File: config.mk
export PLATFORM = sky130hd
export DESIGN_NAME = bsc_wide_mul
export DESIGN_NICKNAME = d
export VERILOG_FILES = /design/src/bsc_pkg.sv /design/src/bsc_wide_mul.sv
export SDC_FILE = /design/constraint.sdc
export NUM_CORES = 2
export LEC_CHECK = 0
export ABC_CLOCK_PERIOD_IN_PS = 12800
export CORE_ASPECT_RATIO = 1.75
export CORE_MARGIN = 3
export CORE_UTILIZATION = 40
export CTS_BUF_LIST = sky130_fd_sc_hd__clkbuf_8
export DETAILED_ROUTE_END_ITERATION = 10
export DONT_BUFFER_PORTS = 1
export PLACE_DENSITY_LB_ADDON = 0.15
export SYNTH_ARGS = -nofsm -noshare
export SYNTH_HDL_FRONTEND = slang
export SYNTH_SLANG_ARGS = --single-unit
File: constraint.sdc
create_clock -name clk -period 12.8 [get_ports clk]
set_input_delay 2.56 -clock clk [delete_from_list [all_inputs] [get_ports clk]]
set_output_delay 2.56 -clock clk [all_outputs]
set_load 0.01 [all_outputs]
File: src/bsc_pkg.sv
package bsc_pkg;

    // Pipeline depth, one valid bit per stage
    localparam int NUM_STAGES = 10;

    // Configuration port
    localparam int CFG_IDX_W = 3;
    localparam int COEFF_W   = 16;

    typedef enum logic [CFG_IDX_W-1:0] {
        CFG_SENS        = 3'd0,
        CFG_OFFSET      = 3'd1,
        CFG_SENS_TEMP   = 3'd2,
        CFG_OFFSET_TEMP = 3'd3,
        CFG_REF_TEMP    = 3'd4,
        CFG_TEMP_SLOPE  = 3'd5
    } bsc_cfg_idx_t;

    // Word fields
    localparam int RAW_W  = 24;
    localparam int TEMP_W = 15;
    localparam int PRES_W = 17;

    // Compensated sensitivity and the wide product
    localparam int SENS_W = 42;
    localparam int PROD_W = 67;

    // Compensation constants (centidegrees, centi-mbar)
    localparam int TEMP_BASE  = 2000;
    localparam int COLD_LIMIT = -1500;
    localparam int OFF2_MUL   = 61;
    localparam int OFF3_MUL   = 15;
    localparam int SENS3_MUL  = 8;
    localparam int TEMP_LOW   = -4000;
    localparam int TEMP_HIGH  = 8500;
    localparam int PRES_LOW   = 1000;
    localparam int PRES_HIGH  = 120000;

    // Load enables of the two wide multiplier stages
    typedef struct packed {
        logic part;
        logic sum;
    } bsc_mul_en_t;

endpackage

File: src/bsc_wide_mul.sv
module bsc_wide_mul
    import bsc_pkg::*;
(
    input  logic                      clk,
    input  bsc_mul_en_t               en,
    input  logic [RAW_W-1:0]          d1,
    input  logic signed [SENS_W-1:0]  sens,
    output logic signed [PROD_W-1:0]  prod
);

    localparam int LO_W = SENS_W / 2;
    localparam int HI_W = SENS_W - LO_W;

    logic [RAW_W+LO_W-1:0]          lo_next;
    logic [RAW_W+LO_W-1:0]          lo_reg;
    logic signed [RAW_W+HI_W:0]     hi_next;
    logic signed [RAW_W+HI_W:0]     hi_reg;
    logic signed [PROD_W-1:0]       prod_next;
    logic signed [PROD_W-1:0]       prod_reg;

    // Partial products: unsigned low half, signed high half
    always_comb
    begin
        lo_next = d1 * sens[LO_W-1:0];
        hi_next = $signed({1'b0, d1}) * $signed(sens[SENS_W-1:LO_W]);
    end

    // Recombine
    always_comb
    begin
        prod_next = ($signed(PROD_W'(hi_reg)) <<< LO_W)
                  + $signed(PROD_W'({1'b0, lo_reg}));
    end

    always_ff @(posedge clk)
    begin
        if (en.part)
        begin
            lo_reg <= lo_next;
            hi_reg <= hi_next;
        end
        if (en.sum)
        begin
            prod_reg <= prod_next;
        end
    end

    assign prod = prod_reg;

endmodule

After elaboration in Yosys (flattened, before gate mapping) --
Cells that the tools add are included.
Word-level totals: flip-flop bits (word level) 158, output and inout port bits 67
Operators by class: add/subtract/negate cells 1, multiply operators 2
Operators with widths (count):
- $add A67 B46 Y67 | 1
- $mul A25 B21 Y46 | 1
- $mul A24 B21 Y45 | 1

Depth between registers and ports, before layout --
word-level depth 1, depth in mapped cells 27

Worst setup path after synthesis --
No wires, ideal clock.
path type input-to-reg, from input port sens[21], to register hi_reg[45], data pin, path buffers 2, data required time 12.534 ns, stages 24, arrival 8.727 ns, setup slack 3.806 ns, library setup time 0.266 ns, cells stage by stage clkbuf_1 -> nand2_1 -> fa_1 -> inv_1 -> fa_1 -> inv_1 -> fa_1 -> inv_1 -> fa_1 -> fa_1 -> fa_1 -> inv_1 -> fa_1 -> inv_1 -> ha_1 -> clkbuf_1 -> a21o_1 -> nand2b_1 -> or4_4 -> a2111o_1 -> a21boi_2 -> o21ai_2 -> mux2i_1 -> nand4_1
Between the ends: longest elaborated chain between the ends 1
Ends and longest elaborated chain:
- start: declaration | line bsc_wide_mul.sv:7 | input logic signed [SENS_W-1:0] sens,
- $mul A25 B21 Y46 | line bsc_wide_mul.sv:25 | hi_next = $signed({1'b0, d1}) * $signed(sens[SENS_W-1:LO_W]);
- named net hi_next[45] | line bsc_wide_mul.sv:16 | logic signed [RAW_W+HI_W:0] hi_next;
- end signal: assignment | line bsc_wide_mul.sv:40 | hi_reg <= hi_next;
- end: declaration | line bsc_wide_mul.sv:17 | logic signed [RAW_W+HI_W:0] hi_reg;
The timed path passes the listed nets, and every way through them passes these cells. A chain may end at the register's enable or synchronous reset.

Final worst setup path --
from input port d1[18], to register hi_reg[43], data pin
Between the ends: longest elaborated chain between the ends 1
Ends and longest elaborated chain:
- start: declaration | line bsc_wide_mul.sv:6 | input logic [RAW_W-1:0] d1,
- $mul A25 B21 Y46 | line bsc_wide_mul.sv:25
- named net hi_next[43] | line bsc_wide_mul.sv:16
The timed path passes the listed nets, and every way through them passes these cells.

==> flow_summary.yaml <==
yosys:
  synth_cell_type_count: 63
  syn-num-nets: 5492
  syn_area_per_cell_um2: 9.40
  async_flop_share_pct: 0
  ys_seq_area_share_pct: 11.9
  synth_edf_count: 158
  ys_seq_elements: 158
  netlist_area_um2: 39700
  yosysWarnings: 0
  syn_inst: 4229
  ys.flop_type: "edfxtp_1"
layout:
  layout_common_cells: "958 x inv_1, 832 x fa_1, 607 x nand2_1"
  layout_commonest_cell: "inv_1"
  area_delta_synth_final_pct: 3.26
  drive_above_1_share_pct: 1.23
  largest_reg_flops: 67
  final_util_pct: 41.7
  nNetsFinal: 5315
clock_tree:
  cts_buffer_depth: 3
  ctsHtreeMaxLevel: 4
  cts-resized-gates: 0
  path_clk_slew_ps: 70
  insertion_delay_ps: 580
  cts-root-buf: "clkbuf_8"
  postCtsSetupBuffers: 0
  cts_tree: "built"
  numCtsBuffers: 25
  cts_num_sinks: 158
  cts_hold_buf: 0
global_route:
  track_usage_pct: 22.9
  grt_first_pass_wirelength_mm: 179
  grt_pass1_vias: 30500
  grt_antenna_before_repair: 3
  grt_max_degree: 92
  grt_overflow: 0
drt:
  dr_wl_met3_mm: 4.25
  drt-met1-wl_mm: 42.6
  route.final.wire_length_mm: 114
  dr.max_layer_used: "met4"
  wl_met2_mm: 60.1
  wire_per_inst_um: 21.2
  drc_errors: 0
  vias: 27400
  dr.pass1.iters: 5
  ant_nets: 0
  vias_per_cell: 5.11
  drt_iter0_markers: 1236
floorplan:
  ioPinCount: 136
  core_area_um2: 98300
  die-area_um2: 103000
  die_y_um: 423
  start_util_pct: 40.4
  die_w_um: 244
  row_count: 152
worst_setup_path:
  cp-end-kind: "register"
  worstPathMaxFanout: 42
  arrival_ps: 9650
  critical_path_class: "primary input to register"
  critPathLaunchType: "primary input"
  cp.required_ps: 13110
  reg2reg_depth: 9
timing:
  finClkSkew_ps: 43.6
  rsz0062_at_grt: "no"
  tightest_slew_ps: 954
  slew_headroom_pct: 35.8
  timing.setup.tns_ps: 0
  fin_crit_ps: 9340
  clock.fmax_mhz: 107
  hold_viol_final: 0
  maxSlewViolCount: 0
  finalSetupViolCount: 0
  min_period_over_period_pct: 73.0
placed_design:
  gp_congestion: 0.909
  dp.final_hpwl_mm: 90.7
  io_buffers: 0
job:
  maxCapViolations: 0
worst_hold_path:
  hold_class: "register to register"
  hold_depth: 0
outcome:
  status: "finished, final reports clean"
[synth_stat cells, types with 4 or more instances]
master / count / area (µm²)
inv_1: 958 / 3600
fa_1: 832 / 16700
nand2_1: 607 / 2280
and2_1: 452 / 2830
ha_1: 362 / 4530
clkbuf_1: 202 / 758
edfxtp_1: 158 / 4740
a21oi_1: 91 / 455
xnor2_1: 84 / 736
a21o_1: 65 / 488
nor2_1: 58 / 218
o21ai_0: 54 / 270
xor2_1: 41 / 359
nand3_1: 26 / 130
nor2b_1: 23 / 144
nand2b_1: 22 / 138
nor3_1: 20 / 100
and3_1: 19 / 119
a211oi_1: 16 / 120
o21a_1: 14 / 105
nand4_1: 13 / 81.3
a31oi_1: 11 / 68.8
o21bai_1: 9 / 67.6
o31ai_1: 9 / 67.6
a21boi_0: 5 / 37.5
a41oi_1: 5 / 43.8
o22ai_1: 5 / 31.3
or3_1: 5 / 31.3
a31o_2: 4 / 35.0
and4_1: 4 / 35.0
nor3b_1: 4 / 30.0
nor4_1: 4 / 25.0
o211ai_1: 4 / 30.0
[layout make-up]
type | count | area (µm²)
fill | 9847 | 57300
multi-input combinational | 2908 | 30600
sequential | 158 | 4740
inverter | 958 | 3600
tap | 1309 | 1640
clock buffer | 25 | 344
clock inverter | 8 | 66.3
timing repair buffer | 1 | 7.51
antenna | 2 | 5.00
[worst max-delay path, stage by stage]
cell      delay, ps
and2_1          170
fa_1            500
fa_1            520
inv_1            50
fa_1            520
inv_1            70
fa_1            490
fa_1            460
fa_1            510
inv_1            50
fa_1            470
inv_1            50
ha_1            380
a21oi_1         420
a21boi_0        310
nand2_1          80
nor4_1          730
o31ai_1         380
a221o_1         410
a41o_1          250
a21oi_1         170
xnor2_1          90
[per-stage QoR]
stage               hold WS [ps]  area [µm²]  instances  setup WS [ps]
floorplan                    400       39700       4229           3810
global placement             402       40600       5334           2860
detailed placement           406       40600       5334           2890
CTS                          426       41000       5367           3480
global route                 427       41000       5368           3190
finish                       423       41000       5369           3460
[kinds of logic after synthesis]
family	Yosys count	synth area share (%)
buffers and inverters	1163	11.0
muxes	2	0.0535
AOI/OAI and AO/OA	321	5.27
DFF	158	11.9
and+or+nand+nor	1266	15.7
xor gates and xnor gates	125	2.75
adders and majority gates	1194	53.3
[routing by layer]
layer	vias up	GRT usage [%]
li1	12300	-
met1	14400	26.1
met2	600	41.7
met3	188	2.13
met4	0	12.6
met5	-	0
[path summary, 6_finish.rpt]
| check | slack [ps] | start | end |
|---|---|---|---|
| worst min register to register | 420 | lo_reg[4] | prod[4] |
| worst max-delay path | 3460 | d1[18] | hi_reg[43] |
| worst max register to register | 9140 | hi_reg[2] | prod[66] |
| worst min-delay path | 420 | lo_reg[4] | prod[4] |
Power is not shown: default switching activity piles up to over one toggle a cycle in this logic, so the estimate is an artifact.
